[src/rtl/mma_pkg.sv]
// ----------------------------------------------------------------------------
// Matrix multiply-accumulate package
// Shared constants, codes and the structs that pass between the blocks.
// ----------------------------------------------------------------------------
`timescale 1ns / 1ps

package mma_pkg;

	// Default largest matrix dimension.
	localparam int MAX_DIM_DEF = 16;

	// Field widths that the interface fixes.
	localparam int DIM_REG_W = 5;
	localparam int IDX_PORT_W = 4;
	localparam int VALUE_W = 32;
	localparam int ACC_W = 64;
	localparam int APB_ADDR_W = 4;
	localparam int APB_DATA_W = 32;

	// Output queue sizing.
	localparam int FIFO_DEPTH = 4;
	localparam int FIFO_PTR_W = 2;
	localparam int FIFO_CNT_W = 3;

	// Register reset values.
	localparam logic [DIM_REG_W-1:0] TOTAL_ROWS_RST = 5'd16;
	localparam logic [DIM_REG_W-1:0] INNER_DIM_RST = 5'd16;
	localparam logic [DIM_REG_W-1:0] OUT_COLS_RST = 5'd16;
	localparam logic [DIM_REG_W-1:0] NODE_COUNT_RST = 5'd1;

	// Item operations.
	typedef enum logic [1:0] {
		OP_WRITE_A = 2'd0,
		OP_WRITE_B = 2'd1,
		OP_COMPUTE = 2'd2,
		OP_READ    = 2'd3
	} op_t;

	// Register indexes on the configuration port.
	typedef enum logic [1:0] {
		REG_TOTAL_ROWS = 2'd0,
		REG_INNER_DIM  = 2'd1,
		REG_OUT_COLS   = 2'd2,
		REG_NODE_COUNT = 2'd3
	} reg_idx_t;

	// Result status codes.
	typedef enum logic [1:0] {
		ST_OK    = 2'd0,
		ST_RANGE = 2'd1,
		ST_SAT   = 2'd2
	} status_t;

	// Raw register contents.
	typedef struct packed {
		logic [DIM_REG_W-1:0] total_rows;
		logic [DIM_REG_W-1:0] inner_dim;
		logic [DIM_REG_W-1:0] out_cols;
		logic [DIM_REG_W-1:0] node_count;
	} cfg_t;

	// Commands from the controller to the datapath.
	typedef struct packed {
		logic a_wr;      // store item value into A
		logic b_wr;      // store item value into B
		logic res_rd;    // read the result store
		logic acc_load;  // load the accumulator from that read
		logic res_wr;    // write the result store
		logic res_zero;  // write zero instead of the accumulator
		logic ab_rd;     // issue one operand pair into the MAC pipe
		logic rsp;       // emit a result beat
		logic rsp_bad;   // that beat reports an index out of range
		logic rsp_read;  // that beat carries the result store read data
	} cmd_t;

	// Status from the datapath to the controller.
	typedef struct packed {
		logic room;       // output queue can take one more beat
		logic pipe_busy;  // MAC pipe still holds operands or products
	} sts_t;

	// One queued result beat.
	typedef struct packed {
		logic [ACC_W-1:0] read_value;
		logic [1:0]       status;
	} rsp_t;

endpackage

[src/rtl/mma_regs.sv]
// ----------------------------------------------------------------------------
// Matrix multiply-accumulate configuration registers
// APB register file holding the four dimension registers.
// ----------------------------------------------------------------------------
`timescale 1ns / 1ps

module mma_regs (
	input  logic                                clk,
	input  logic                                arst_n,
	input  logic                                psel,
	input  logic                                penable,
	input  logic                                pwrite,
	input  logic [mma_pkg::APB_ADDR_W-1:0]      paddr,
	input  logic [mma_pkg::APB_DATA_W-1:0]      pwdata,
	output logic [mma_pkg::APB_DATA_W-1:0]      prdata,
	output logic                                pready,
	output mma_pkg::cfg_t                       cfg
);

	mma_pkg::cfg_t      cfg_q;
	mma_pkg::reg_idx_t  idx;
	logic               wr_en;

	assign pready = 1'b1;
	assign idx = mma_pkg::reg_idx_t'(paddr[3:2]);
	assign wr_en = psel & penable & pwrite & pready;
	assign cfg = cfg_q;

	// Register writes.
	always_ff @(posedge clk or negedge arst_n) begin
		if (!arst_n) begin
			cfg_q.total_rows <= mma_pkg::TOTAL_ROWS_RST;
			cfg_q.inner_dim <= mma_pkg::INNER_DIM_RST;
			cfg_q.out_cols <= mma_pkg::OUT_COLS_RST;
			cfg_q.node_count <= mma_pkg::NODE_COUNT_RST;
		end else if (wr_en) begin
			unique case (idx)
				mma_pkg::REG_TOTAL_ROWS: cfg_q.total_rows <= pwdata[mma_pkg::DIM_REG_W-1:0];
				mma_pkg::REG_INNER_DIM:  cfg_q.inner_dim <= pwdata[mma_pkg::DIM_REG_W-1:0];
				mma_pkg::REG_OUT_COLS:   cfg_q.out_cols <= pwdata[mma_pkg::DIM_REG_W-1:0];
				mma_pkg::REG_NODE_COUNT: cfg_q.node_count <= pwdata[mma_pkg::DIM_REG_W-1:0];
				default: ;
			endcase
		end
	end

	// Register reads.
	always_comb begin
		prdata = '0;
		unique case (idx)
			mma_pkg::REG_TOTAL_ROWS: prdata = mma_pkg::APB_DATA_W'(cfg_q.total_rows);
			mma_pkg::REG_INNER_DIM:  prdata = mma_pkg::APB_DATA_W'(cfg_q.inner_dim);
			mma_pkg::REG_OUT_COLS:   prdata = mma_pkg::APB_DATA_W'(cfg_q.out_cols);
			mma_pkg::REG_NODE_COUNT: prdata = mma_pkg::APB_DATA_W'(cfg_q.node_count);
			default:                 prdata = '0;
		endcase
	end

endmodule

[config.mk]
export PLATFORM = sky130hd
export DESIGN_NAME = mma_regs
export DESIGN_NICKNAME = d
export VERILOG_FILES = /design/src/rtl/mma_pkg.sv /design/src/rtl/mma_regs.sv
export SDC_FILE = /design/constraint.sdc
export NUM_CORES = 1
export LEC_CHECK = 0
export BUFFER_PORTS_ARGS = -buffer_cell sky130_fd_sc_hd__buf_2
export CORE_AREA = 2 2 61 63
export CTS_CLUSTER_DIAMETER = 50
export CTS_CLUSTER_SIZE = 12
export DETAILED_ROUTE_END_ITERATION = 16
export DIE_AREA = 0 0 63 65
export PLACE_DENSITY = 0.74
export RECOVER_POWER = 50
export SYNTH_ARGS = -nofsm -noshare
export SYNTH_HDL_FRONTEND = slang
export SYNTH_SLANG_ARGS = --single-unit
export TNS_END_PERCENT = 50
[constraint.sdc]
create_clock -name clk -period 1.07 [get_ports clk]
set_clock_uncertainty 0.2 [all_clocks]
set_input_delay 0.1605 -clock clk [delete_from_list [all_inputs] [get_ports clk]]
set_output_delay 0.1605 -clock clk [all_outputs]
set_load 0.02 [all_outputs]
Word-level counts from Yosys, hierarchy flattened
Index checks and enable logic that the tools add are counted.
- eq/ne operators: 3
- reductions and logical operators: 5
- bitwise logic cells: 2
- mux-type cells: 1
- operators with widths (cell ; number):
    $pmux 32 s4 ; 1
    $reduce_and 2->1 ; 4
    $eq 2x2->1 const B ; 2
    $and 1x1->1 ; 2
    $eq 2x1->1 const B ; 1
    $logic_not 2->1 ; 1
- logic and storage cells: 15
- register bits: 20
- input bits: 41
- output and inout port bits: 53

Depth between registers and ports, before layout
- depth in word-level cells: 3
- mapped depth: 4
- depth with buffers taken out: 3

Least setup slack after synthesis
Ideal clock, no wire load.
- kind: reg2out
- from: register cfg_q, in the netlist cfg[11]
- to: output port prdata[1] (netlist name)
- arrival: 1077 ps
- setup slack: -367 ps
- data required time: 709 ps
- path buffers: 0
- stages on the path, launching flop included: 2
- path through: dfrtp_1 -> mux4_1
- longest elaborated chain between the ends: 1
- ends and longest elaborated chain (element ; line ; text):
    start, declared ; mma_regs.sv:20 ; mma_pkg::cfg_t cfg_q;
    $pmux 32 s4 ; mma_regs.sv:50 ; unique case (idx)
    end, declared ; mma_regs.sv:15 ; output logic [mma_pkg::APB_DATA_W-1:0] prdata,
Every way passes these cells. The select of a mux whose other input is x is not followed.

Worst setup path in the final report
- from: register cfg_q, in the netlist cfg[17]
- to: output port prdata[2] (netlist name)
The elaborated chain is that of the path after synthesis.

==> flow_summary.yaml <==
layout:
  final_cells: 197
  layout.nets: 191
  diodes: 0
  fill_cells: 308
  seqCellArea_um2: 522
  largest_register_ffs: 20
  drive_gt1_share_pct: 76.5
  multi_input_area_um2: 548
  fin_util_pct: 51.7
  syn_to_final_growth_pct: 55.1
synth:
  synth-seq-cells: 20
  synth.distinct_cells: 15
  yosys_warnings: 0
  ys_seq_area_share_pct: 43.4
  yosys.area.top_type_share_pct: 34.4
  synth_area_leaders: "dfrtp_1 (34%), buf_4 (19%), mux2_2 (15%), dfstp_2 (9.0%), mux4_1 (9.0%)"
  synth.largest_area_cell: "dfrtp_1"
  avgSynthCellArea_um2: 14.0
  syn-cell-area_mm2: 0.00116
  synthCells: 83
placement:
  post-place-ws_ns: -0.433
  gp_congestion: 0.782
  numPortBuffers: 36
  placedCellCount: 183
  dp_hpwl_um: 1810
setup_path:
  crit_type: "reg2out"
  rr_startpoint: "cfg[15]"
  end_kind: "output pin"
  start_kind: "flip-flop"
  path_max_fanout: 2
  arrival_ns: 1.39
  cp.required_ns: 0.71
  reg2reg_depth: 4
  r2r_setup_slack_ns: -0.24
  rr_endpoint: "cfg[15]"
sta:
  min_period_ns: 1.75
  rsz0062_at_grt: "true"
  worst_slew_pin_slew_ns: 0.507
  fmax_mhz: 572
  max-slew-margin-rel_pct: 66.2
  hold_ws_ns: -0.0677
  timing_hold_violations_final: 20
  drv_slew: 0
  period_share_pct: 163
  setup_viol: 38
  fin_ws_ns: -0.678
floorplanning:
  initial_utilization_pct: 33.3
  coreArea_mm2: 0.00350
  rows: 22
  die_w_um: 63
  die-height_um: 65
  die_area_mm2: 0.00410
  io_pins: 94
clock_network:
  cts.sinks: 20
  clkLatencyLatePin_ns: 0.30
  cts_hold_buf: 1
  cts_tree: "built"
  clockBufferDepth: 2
  htreeDepth: 1
  cts_root_buffer: "clkbuf_4"
  cts_buffers: 3
  clkSlewWorstSetupHoldPaths_ns: 0.11
job:
  cap_viol_max_count: 0
global_route:
  grt.total_usage_pct: 13.1
  grt_pass1_vias: 794
  grt_max_degree: 21
  grt_pass1_wl_um: 4100
  gr-total-overflow: 0
  antenna_found_initial: 0
routing:
  wire_per_inst_um: 13.6
  drt-initial-drc-count: 22
  drtPass1Iterations: 4
  ant_nets: 0
  remaining_drc_errors: 0
  postRouteWirelength_um: 2680
  vias: 802
  viasPerCell: 4.07
hold_path:
  holdPathEnd: "cfg[17]"
  hold_path_class: "in2reg"
  hold_start: "pwdata[2]"
  min_path_cells: 2
power_and_ir_drop:
  ir_drop_mv: 0.839
  power.density_mw_per_mm2: 1800
  design_power_total_w: 0.00326
  power.leakage_nw: 0.884
run_status:
  status: "finished with violations"
  failed_checks: "hold timing, setup timing"
[how the worst max path moves through the flow]
stage	slack, ns	depth (start not counted)	startpoint	to
finish	-0.68	2	cfg[17]	prdata[2]
global route	-0.73	2	cfg[17]	prdata[2]
CTS	-0.65	2	cfg[2]	prdata[2]
detailed placement	-0.43	3	paddr[2]	prdata[0]
global placement	-0.42	3	paddr[2]	prdata[4]
floorplan	-0.27	1	cfg[1]	prdata[1]
[cells in the final DEF (no fill, tap or decap)]
cell type      instances
and3_4                 1
and3b_2                1
buf_2                 10
buf_4                  8
buf_6                 46
clkbuf_1               1
clkbuf_2               1
clkbuf_4               4
conb_1                28
dfrtp_1                3
dfrtp_2               13
dfstp_2                4
dlygate4sd3_1          1
mux2_2                 6
mux2_4                14
mux4_2                 5
nand3_1                1
nand3b_1               1
nor3b_4                1
[power by group]
part,leakage [nW],internal (W),switching (W)
Combinational,0.646,0.00104,0.000745
Sequential,0.223,0.000979,0.000131
Clock,0.0150,0.000145,0.000219
[Yosys cell counts]
master / number
mux2_4: 5
nand3_1: 1
nor3b_4: 1
mux2_2: 15
buf_2: 1
mux4_2: 1
dfrtp_1: 16
dfstp_2: 4
buf_4: 29
mux4_1: 4
buf_6: 1
and3b_1: 1
conb_1: 2
and3_1: 1
nand3b_1: 1
[cell families after synthesis]
group         after synthesis  synth area share, %
buf+inv                    31                 20.1
mux                        25                 31.9
flops                      20                 43.4
simple gates                5                 3.97
other cells                 2                0.645
[layer usage]
layer / GRT usage [%] / up-vias / wire [um]
li1: - / 365 / -
met1: 16.1 / 400 / 1060
met2: 22.3 / 35 / 1450
met3: 3.65 / 2 / 143
met4: 4.17 / 0 / 27
met5: 0 / - / 0
[critical path: stages, from the launching register on]
cell and delay, ns:
dfrtp_2 0.44, mux4_2 0.49, buf_6 0.15
[final cells by class]
cell class | instances | share of cell area (%)
Clock buffer | 4 | 1.45
Multi-Input combinational cell | 58 | 30.3
Sequential cell | 20 | 28.9
Tap cell | 48 | 3.32
Timing Repair Buffer | 67 | 36.0
[repair_timing]
item | in CTS | in global routing
hold endpoints to repair | 40 | 20
endpoints found under the setup margin | 37 | 40
setup buffers | 5 | 8
resized for setup | 63 | 14
[through the flow]
step / setup TNS, ns / instance area (um^2) / hold slack, ns
4_1_cts: -8.78 / 1730 / -0.0707
6_report: -9.46 / 1810 / -0.0677
3_5_place_dp: -8.75 / 1450 / -0.0717
3_3_place_gp: -8.17 / 1450 / -0.0813
5_1_grt: -10.96 / 1810 / -0.0766
2_1_floorplan: -4.23 / 1290 / -0.335
Note: power is estimated with default switching activity, not from simulation.
