`config.mk`:
```
export PLATFORM = sky130hd
export DESIGN_NAME = mma_ctrl
export DESIGN_NICKNAME = d
export VERILOG_FILES = /design/src/rtl/mma_pkg.sv /design/src/rtl/mma_ctrl.sv
export SDC_FILE = /design/constraint.sdc
export NUM_CORES = 1
export LEC_CHECK = 0
export ABC_AREA = 0
export BUFFER_PORTS_ARGS = -buffer_cell sky130_fd_sc_hd__buf_2
export CAP_MARGIN = 0
export CELL_PAD_IN_SITES_DETAIL_PLACEMENT = 1
export CELL_PAD_IN_SITES_GLOBAL_PLACEMENT = 2
export CORE_ASPECT_RATIO = 1.25
export CORE_MARGIN = 5
export CORE_UTILIZATION = 37
export CTS_BUF_LIST = sky130_fd_sc_hd__clkbuf_4
export CTS_CLUSTER_SIZE = 40
export DETAILED_ROUTE_END_ITERATION = 10
export GPL_ROUTABILITY_DRIVEN = 0
export PLACE_DENSITY = 0.89
export RECOVER_POWER = 100
export SLEW_MARGIN = 15
export SYNTH_ARGS = -nofsm -noshare
export SYNTH_HDL_FRONTEND = slang
export SYNTH_SLANG_ARGS = --single-unit
```
`constraint.sdc`:
```
create_clock -name clk -period 10.55 [get_ports clk]
set_input_delay 1.5825 -clock clk [delete_from_list [all_inputs] [get_ports clk]]
set_output_delay 1.5825 -clock clk [all_outputs]
set_load 0.02 [all_outputs]
```
`src/rtl/mma_pkg.sv`:
```
// ----------------------------------------------------------------------------
// Matrix multiply-accumulate package
// Shared constants, codes and the structs that pass between the blocks.
// ----------------------------------------------------------------------------
`timescale 1ns / 1ps

package mma_pkg;

	// Default largest matrix dimension.
	localparam int MAX_DIM_DEF = 16;

	// Field widths that the interface fixes.
	localparam int DIM_REG_W = 5;
	localparam int IDX_PORT_W = 4;
	localparam int VALUE_W = 32;
	localparam int ACC_W = 64;
	localparam int APB_ADDR_W = 4;
	localparam int APB_DATA_W = 32;

	// Output queue sizing.
	localparam int FIFO_DEPTH = 4;
	localparam int FIFO_PTR_W = 2;
	localparam int FIFO_CNT_W = 3;

	// Register reset values.
	localparam logic [DIM_REG_W-1:0] TOTAL_ROWS_RST = 5'd16;
	localparam logic [DIM_REG_W-1:0] INNER_DIM_RST = 5'd16;
	localparam logic [DIM_REG_W-1:0] OUT_COLS_RST = 5'd16;
	localparam logic [DIM_REG_W-1:0] NODE_COUNT_RST = 5'd1;

	// Item operations.
	typedef enum logic [1:0] {
		OP_WRITE_A = 2'd0,
		OP_WRITE_B = 2'd1,
		OP_COMPUTE = 2'd2,
		OP_READ    = 2'd3
	} op_t;

	// Register indexes on the configuration port.
	typedef enum logic [1:0] {
		REG_TOTAL_ROWS = 2'd0,
		REG_INNER_DIM  = 2'd1,
		REG_OUT_COLS   = 2'd2,
		REG_NODE_COUNT = 2'd3
	} reg_idx_t;

	// Result status codes.
	typedef enum logic [1:0] {
		ST_OK    = 2'd0,
		ST_RANGE = 2'd1,
		ST_SAT   = 2'd2
	} status_t;

	// Raw register contents.
	typedef struct packed {
		logic [DIM_REG_W-1:0] total_rows;
		logic [DIM_REG_W-1:0] inner_dim;
		logic [DIM_REG_W-1:0] out_cols;
		logic [DIM_REG_W-1:0] node_count;
	} cfg_t;

	// Commands from the controller to the datapath.
	typedef struct packed {
		logic a_wr;      // store item value into A
		logic b_wr;      // store item value into B
		logic res_rd;    // read the result store
		logic acc_load;  // load the accumulator from that read
		logic res_wr;    // write the result store
		logic res_zero;  // write zero instead of the accumulator
		logic ab_rd;     // issue one operand pair into the MAC pipe
		logic rsp;       // emit a result beat
		logic rsp_bad;   // that beat reports an index out of range
		logic rsp_read;  // that beat carries the result store read data
	} cmd_t;

	// Status from the datapath to the controller.
	typedef struct packed {
		logic room;       // output queue can take one more beat
		logic pipe_busy;  // MAC pipe still holds operands or products
	} sts_t;

	// One queued result beat.
	typedef struct packed {
		logic [ACC_W-1:0] read_value;
		logic [1:0]       status;
	} rsp_t;

endpackage

```
`src/rtl/mma_ctrl.sv`:
```
// ----------------------------------------------------------------------------
// Matrix multiply-accumulate controller
// Sequences the clearing pass, item handling and the compute walk over rows,
// columns and the inner dimension, and drives the datapath addresses.
// ----------------------------------------------------------------------------
`timescale 1ns / 1ps

module mma_ctrl #(
	parameter int MAX_DIM = mma_pkg::MAX_DIM_DEF
) (
	input  logic                                 clk,
	input  logic                                 arst_n,
	input  mma_pkg::cfg_t                        cfg,
	input  logic                                 item_valid,
	output logic                                 item_stall,
	input  logic [1:0]                           operation,
	input  logic [mma_pkg::IDX_PORT_W-1:0]       row,
	input  logic [mma_pkg::IDX_PORT_W-1:0]       col,
	input  mma_pkg::sts_t                        sts,
	output mma_pkg::cmd_t                        cmd,
	output logic [$clog2(MAX_DIM*MAX_DIM)-1:0]   wr_addr,
	output logic [$clog2(MAX_DIM*MAX_DIM)-1:0]   a_addr,
	output logic [$clog2(MAX_DIM*MAX_DIM)-1:0]   b_addr,
	output logic [$clog2(MAX_DIM*MAX_DIM)-1:0]   res_addr
);

	localparam int DEPTH = MAX_DIM * MAX_DIM;
	localparam int ADDR_W = $clog2(DEPTH);
	localparam int IDX_W = $clog2(MAX_DIM);
	localparam int CNT_W = $clog2(MAX_DIM + 1);
	localparam int NUM_W = (CNT_W + 1 > mma_pkg::IDX_PORT_W + 1) ? CNT_W + 1
		: mma_pkg::IDX_PORT_W + 1;
	localparam int PROD_W = NUM_W + CNT_W;

	typedef enum logic [4:0] {
		S_CLEAR = 5'b00001,
		S_IDLE  = 5'b00010,
		S_LOAD  = 5'b00100,
		S_MAC   = 5'b01000,
		S_DRAIN = 5'b10000
	} state_t;

	state_t              state_q;
	state_t              state_d;
	logic [ADDR_W-1:0]   clr_q;
	logic [ADDR_W-1:0]   clr_d;
	logic [IDX_W-1:0]    i_q;
	logic [IDX_W-1:0]    i_d;
	logic [IDX_W-1:0]    j_q;
	logic [IDX_W-1:0]    j_d;
	logic [IDX_W-1:0]    k_q;
	logic [IDX_W-1:0]    k_d;

	logic [CNT_W-1:0]    rows_tot;
	logic [CNT_W-1:0]    inner;
	logic [CNT_W-1:0]    cols;
	logic [CNT_W-1:0]    nodes;
	logic                accept;
	logic                a_ok;
	logic                b_ok;
	logic                rd_ok;
	logic [ADDR_W-1:0]   item_addr;
	mma_pkg::op_t        op;

	// Out-of-range register values clamp to one and to the largest dimension.
	function automatic logic [CNT_W-1:0] eff_dim(input logic [mma_pkg::DIM_REG_W-1:0] r);
		logic [CNT_W-1:0] e;
		if (r == '0) begin
			e = CNT_W'(1);
		end else if (32'(r) > MAX_DIM) begin
			e = CNT_W'(MAX_DIM);
		end else begin
			e = CNT_W'(r);
		end
		return e;
	endfunction

	// True when cnt rows fit in the local share: cnt * nodes <= total rows.
	function automatic logic rows_fit(input logic [NUM_W-1:0] cnt,
			input logic [CNT_W-1:0] n, input logic [CNT_W-1:0] t);
		return (PROD_W'(cnt) * PROD_W'(n)) <= PROD_W'(t);
	endfunction

	function automatic logic [ADDR_W-1:0] addr_of(input logic [NUM_W-1:0] r,
			input logic [NUM_W-1:0] c);
		return ADDR_W'(32'(r) * MAX_DIM + 32'(c));
	endfunction

	assign rows_tot = eff_dim(cfg.total_rows);
	assign inner = eff_dim(cfg.inner_dim);
	assign cols = eff_dim(cfg.out_cols);
	assign nodes = eff_dim(cfg.node_count);

	assign op = mma_pkg::op_t'(operation);
	assign item_stall = (state_q != S_IDLE) || !sts.room;
	assign accept = item_valid && !item_stall;

	// Index checks for the incoming item.
	assign a_ok = (NUM_W'(row) < NUM_W'(rows_tot)) && (NUM_W'(col) < NUM_W'(inner));
	assign b_ok = (NUM_W'(row) < NUM_W'(inner)) && (NUM_W'(col) < NUM_W'(cols));
	assign rd_ok = rows_fit(NUM_W'(row) + NUM_W'(1), nodes, rows_tot)
		&& (NUM_W'(col) < NUM_W'(cols));
	assign item_addr = addr_of(NUM_W'(row), NUM_W'(col));

	// Address selection.
	assign wr_addr = item_addr;
	assign a_addr = addr_of(NUM_W'(i_q), NUM_W'(k_q));
	assign b_addr = addr_of(NUM_W'(k_q), NUM_W'(j_q));

	always_comb begin
		unique case (state_q)
			S_CLEAR: res_addr = clr_q;
			S_IDLE:  res_addr = item_addr;
			default: res_addr = addr_of(NUM_W'(i_q), NUM_W'(j_q));
		endcase
	end

	// Next state and commands.
	always_comb begin
		state_d = state_q;
		clr_d = clr_q;
		i_d = i_q;
		j_d = j_q;
		k_d = k_q;
		cmd = '0;

		unique case (state_q)
			S_CLEAR: begin
				cmd.res_wr = 1'b1;
				cmd.res_zero = 1'b1;
				clr_d = clr_q + ADDR_W'(1);
				if (clr_q == ADDR_W'(DEPTH - 1)) begin
					state_d = S_IDLE;
				end
			end

			S_IDLE: begin
				if (accept) begin
					unique case (op)
						mma_pkg::OP_WRITE_A: begin
							cmd.a_wr = a_ok;
							cmd.rsp = 1'b1;
							cmd.rsp_bad = !a_ok;
						end
						mma_pkg::OP_WRITE_B: begin
							cmd.b_wr = b_ok;
							cmd.rsp = 1'b1;
							cmd.rsp_bad = !b_ok;
						end
						mma_pkg::OP_READ: begin
							cmd.res_rd = 1'b1;
							cmd.rsp = 1'b1;
							cmd.rsp_bad = !rd_ok;
							cmd.rsp_read = 1'b1;
						end
						mma_pkg::OP_COMPUTE: begin
							i_d = '0;
							j_d = '0;
							if (rows_fit(NUM_W'(1), nodes, rows_tot)) begin
								state_d = S_LOAD;
							end else begin
								cmd.rsp = 1'b1;
							end
						end
						default: ;
					endcase
				end
			end

			// Fetch the running sum of element (i, j).
			S_LOAD: begin
				cmd.res_rd = 1'b1;
				cmd.acc_load = 1'b1;
				k_d = '0;
				state_d = S_MAC;
			end

			// Stream one operand pair per cycle over the inner dimension.
			S_MAC: begin
				cmd.ab_rd = 1'b1;
				k_d = k_q + IDX_W'(1);
				if ((CNT_W'(k_q) + CNT_W'(1)) == inner) begin
					state_d = S_DRAIN;
				end
			end

			// Let the pipe empty, write back, then go to the next element or finish.
			S_DRAIN: begin
				if (!sts.pipe_busy) begin
					cmd.res_wr = 1'b1;
					if ((CNT_W'(j_q) + CNT_W'(1)) < cols) begin
						j_d = j_q + IDX_W'(1);
						state_d = S_LOAD;
					end else if (rows_fit(NUM_W'(i_q) + NUM_W'(2), nodes, rows_tot)) begin
						i_d = i_q + IDX_W'(1);
						j_d = '0;
						state_d = S_LOAD;
					end else begin
						cmd.rsp = 1'b1;
						state_d = S_IDLE;
					end
				end
			end

			default: begin
				state_d = S_IDLE;
			end
		endcase
	end

	// Controller registers.
	always_ff @(posedge clk or negedge arst_n) begin
		if (!arst_n) begin
			state_q <= S_CLEAR;
			clr_q <= '0;
			i_q <= '0;
			j_q <= '0;
			k_q <= '0;
		end else begin
			state_q <= state_d;
			clr_q <= clr_d;
			i_q <= i_d;
			j_q <= j_d;
			k_q <= k_d;
		end
	end

endmodule

```
Yosys cells after proc, flatten, opt, wreduce, memory -nomap -nowiden
Cells that the tools add are included.
Widths: inputs -> output; s select.
Storage, ports and cells
  input port bits: 35
  logic and storage cells: 121
  output and inout bits: 43
  register bits after elaboration: 25
Cells by class
  equal/unequal tests: 20
  reduce and logical (&&, ||, !) cells: 21
  multipliers: 2
  mux-type cells: 49
  $lt $le $gt $ge: 12
  add/subtract/negate cells: 12
Operator list (count)
  $mux 5: 15
  $add 8x4->8: 4
  $mux 4: 8
  $pmux 5 s5: 1
  $pmux 4 s2: 3
  $gt 5x5->1 const B: 4
  $le 10x5->1: 2
  $logic_not 5->1: 4
  $lt 4x5->1: 4
  $mul 5x5->10: 2
  $pmux 8 s2: 1
  $add 4x1->5 const B: 3
  $ne 2x2->1 const B: 7
  $add 4x1->4 const B: 3
  $reduce_and 6->1: 2
  $mux 1: 11
  $mux 3: 3
  $add 8x1->8 const B: 1
  $eq 8x8->1 const B: 1
  $pmux 1 s2: 4
  $add 4x2->5 const B: 1
  $eq 5x1->1 const B: 1
  $eq 5x2->1 const B: 1
  $eq 5x3->1 const B: 1
  19 further kinds: 29

Longest topological paths before layout
  word-level depth: 10
  mapped depth: 18

Least setup slack after synthesis
OpenSTA, ideal clock, no wires.
  path kind: input to output
  start point: input port cfg[4] (netlist bit)
  end point: output port cmd[2] (netlist bit)
  setup slack: 3.471 ns
  path buffers: 0
  stages on the path: 15
  data arrival time: 5.497 ns
  cells stage by stage: inv_1 nand2_1 inv_1 nand2b_1 fa_1 fa_1 fa_1 inv_1 ha_1 nor2b_1 a2111oi_0 and4b_4 o221ai_4 o21ai_1 o21ai_0
RTL lines
  from (decl): line mma_ctrl.sv:13  | input mma_pkg::cfg_t cfg,
  to (decl): line mma_ctrl.sv:20  | output mma_pkg::cmd_t cmd,

==> summary.md <==
| Metric | Value |
|---|---|
| ANT nets after route | 0 |
| Worst-Margin Slew | 1.496 ns |
| FMAX | 0.1242 GHz |
| Final Hold Vio Count | 0 |
| Final worst path period need | 8.054 ns |
| Crit path launch type | input pin |
| Final #Nets | 719 |
| Setup Skew | 0.002718 ns |
| Diodes inserted | 0 |
| Critical-path cell list | clkbuf_1 -> inv_1 -> nand2_1 -> inv_1 -> nand2_1 -> fa_1 -> fa_1 -> fa_1 -> inv_1 -> ha_1 -> xnor2_1 -> ha_1 -> o31ai_1 -> o211ai_4 -> o21ai_0 -> o21ai_0 -> clkbuf_1 |
| Mux cell area share after synthesis | 0.7293% |
| Critical path data arrival time | 6.47 ns |
| Compound-cell area share of the yosys netlist | 18.41% |
| Failing checks | max-capacitance violations |
| DRC | 0 |
| Post-synthesis cell type count | 66 |
| Critical Path End Type | primary output |
| H-tree levels | 1 |
| Worst path slowest cell | fa_1 |
| Dpl cell area | 4725 um^2 |
| Slew headroom | 0.2387% |
| TritonCTS clock tree | built |
| Synth Area in Adders | 29.70% |
| Crit Path Class | input pin to primary output |
| Crit path buf inv count | 5 |
| Ys flop type | dfrtp_1 |
| Die height | 130.4 um |
| Detailed-route wire length | 12.62 mm |
| Cell family with most CP delay | adder cells |
| Area grow syn2layout | 8.664% |
| # resized after CTS | 0 |
| Xor and xnor area share after synthesis | 4.638% |
| Unrepaired setup endpoints after global routing | no |
| Core Region | 11510 um^2 |
| Reg clk slew, reported paths | 0.14 ns |
| Full die area | 13860 um^2 |
| Port Buf Inserts | 77 |
| Max_cap viols | 1 |
| Fin area | 4661 um^2 |
| Post-Synth Simple-Gate Area | 24.77% |
| Initial core utilization | 37.28% |
| Final period util | 76.34% |
| DR vias/cell | 5.607 |
| Setup total negative slack | 0 ns |
| Worst-case clock buffer depth | 2 |
| Post-synth EDFFs | 0 |
| Io pins | 78 |
| Die width | 106.3 um |
| Most frequent cells in the layout | 73 x ha_1, 69 x nand2_1, 47 x nor2_1, 47 x inv_1, 46 x clkbuf_1 |
| Drt wl/cell | 17.28 um |
| Critical path peak fanout | 8 |
| Net Count, Synth | 658 |
| Total grt overflow | 0 |
| DR iter-0 viols | 105 |
| Outcome | finished, violations left |
| GRT Total Usage | 18.68% |
| Cells after synthesis | 532 |
| Worst Hold Class | register to register |
| Row count | 44 |
| Share of cells above drive strength 1 | 8.108% |
| Final Slew Violations | 0 |
| CTS root buffer | clkbuf_4 |
| Largest net degree at the start of global routing | 26 |
| First-pass GRT wire length | 21.13 mm |
| CP Data Required Time | 8.97 ns |
| Ys Warns | 0 |
| Post-CTS Setup Inserts | 0 |
| Pre-antenna DRT Iters | 4 |
| Pwr/cell area | 134.3 nW/um^2 |
| Leak Pwr | 2.357 nW |
| Setup violations, final | 0 |
| Antenna violations before repair | 0 |
| Mapped Area | 4289 um^2 |
| Clock Latency Late Sink | 0.32 ns |
| Commonest non-fill, non-tap cell in the layout | ha_1 |
| Seq/Total Area, Yosys | 14.61% |
| TritonCTS sink count | 25 |
| Peak supply drop | 0.1054 mV |
| Main combinational cell family by area after synthesis | adder cells |
| Flops & latches, synth | 25 |
| Detailed placement HPWL | 10.81 mm |
| Num CTS Buffers | 3 |
| Synthesized area per cell | 8.062 um^2 |
| Hold Buf Count CTS | 0 |
| Vias in the first global route | 4430 |
| Critical Path Max Stage Delay | 0.54 ns |
| Via Count | 4093 |
| Ys async rst share | 100.0% |
==> cell type report <==
cell class | count | area [um^2]
fill | 1460 | 6845
inverter | 47 | 176.4
clock inverter | 1 | 5.005
timing repair buffer | 78 | 335.3
multi-input combinational | 438 | 3322
tap | 138 | 172.7
sequential | 25 | 626.9
clock buffer | 3 | 22.52
==> registers in the layout, summed over array words and instances (netlist names) <==
name	cells
clr_q	8
state_q	5
i_q	4
j_q	4
k_q	4
==> logic make-up (layout without fill, tap and decap cells) <==
group,Yosys count,in the layout
multiplexers,3,3
XOR/XNOR,21,21
flip-flops,25,25
adder cells (fa/ha/maj),91,91
AND/OR/NAND/NOR,213,213
AO/OA/AOI/OAI,110,110
buffers and inverters,69,129
==> worst register-to-register path, stage by stage (launching register included) <==
cell      delay, ns
dfrtp_1        0.58
ha_1           0.45
nand2_1        0.09
fa_1           0.48
fa_1           0.53
fa_1           0.54
inv_1          0.05
ha_1           0.34
xnor2_1        0.15
ha_1           0.21
o31ai_1        0.45
o211ai_4       0.16
o21ai_0        0.54
o221ai_1       0.19
==> worst paths after layout <==
kind | from | end | slack [ns] | cells after the start
max reg2reg | i_q[1] | state_q[1] | 5.67 | 13
min | clr_q[6] | clr_q[6] | 0.51 | 1
min in group asynchronous | arst_n | j_q[1] | 1.59 | 1
max | cfg[4] | cmd[2] | 2.50 | 17
min reg2reg | clr_q[6] | clr_q[6] | 0.51 | 1
max in group asynchronous | arst_n | state_q[2] | 8.09 | 1
==> per-stage QoR <==
stage / hold WS (ns) / util [%] / worst slack (ns) / std cells / power [mW]
detailed placement: 0.4943 / 41.06 / 2.788 / 726 / 0.6065
floorplan: 0.4564 / - / 3.471 / 532 / 0.4697
global placement: 0.4809 / 41.06 / 2.968 / 726 / 0.5913
CTS: 0.5133 / 41.30 / 2.781 / 730 / 0.6530
global route: 0.5193 / 40.51 / 2.158 / 730 / 0.6914
finish: 0.5111 / 40.51 / 2.496 / 730 / 0.6261
==> power breakdown <==
part           total [mW]  internal, mW  switching [mW]
Combinational       0.440         0.161           0.279
Sequential          0.143         0.112          0.0306
Clock              0.0438        0.0142          0.0296
==> synth_stat cells (2+ instances only) <==
| cell | count | area [um^2] |
|---|---|---|
| o31ai_1 | 3 | 22.52 |
| mux2i_1 | 2 | 20.02 |
| buf_4 | 12 | 90.09 |
| xnor2_1 | 12 | 105.1 |
| o21a_1 | 4 | 30.03 |
| nor2b_1 | 9 | 56.30 |
| nand2b_1 | 12 | 75.07 |
| o211ai_2 | 2 | 25.02 |
| nor3b_1 | 3 | 22.52 |
| nor4_1 | 2 | 12.51 |
| inv_1 | 47 | 176.4 |
| xor2_1 | 8 | 70.07 |
| o21ai_0 | 24 | 120.1 |
| a21oi_1 | 26 | 130.1 |
| or3_1 | 2 | 12.51 |
| nand3_1 | 15 | 75.07 |
| o211ai_1 | 4 | 30.03 |
| fa_1 | 18 | 360.4 |
| a22oi_1 | 10 | 75.07 |
| and3_1 | 8 | 50.05 |
| ha_1 | 73 | 913.4 |
| dfrtp_1 | 24 | 600.6 |
| a21o_1 | 7 | 52.55 |
| o22ai_1 | 3 | 18.77 |
| clkbuf_1 | 8 | 30.03 |
| nor2_1 | 47 | 176.4 |
| a211oi_1 | 6 | 45.04 |
| nand2_1 | 69 | 259.0 |
| or2_2 | 4 | 25.02 |
| nand4_1 | 10 | 62.56 |
| nor3_1 | 10 | 50.05 |
| and2_1 | 13 | 81.33 |
| o211a_1 | 2 | 20.02 |
==> routing by layer <==
metal  part of all wire, %  wire (um)  GRT usage [%]  vias to the layer above
li1                      -          -              -                     1983
met1                    42       5244          21.47                     2016
met2                    54       6827          37.75                       80
met3                   2.4        309          1.032                       14
met4                   1.9        236          4.116                        0
met5                     0          0              0                        -
(Power assumes the default switching activity.)
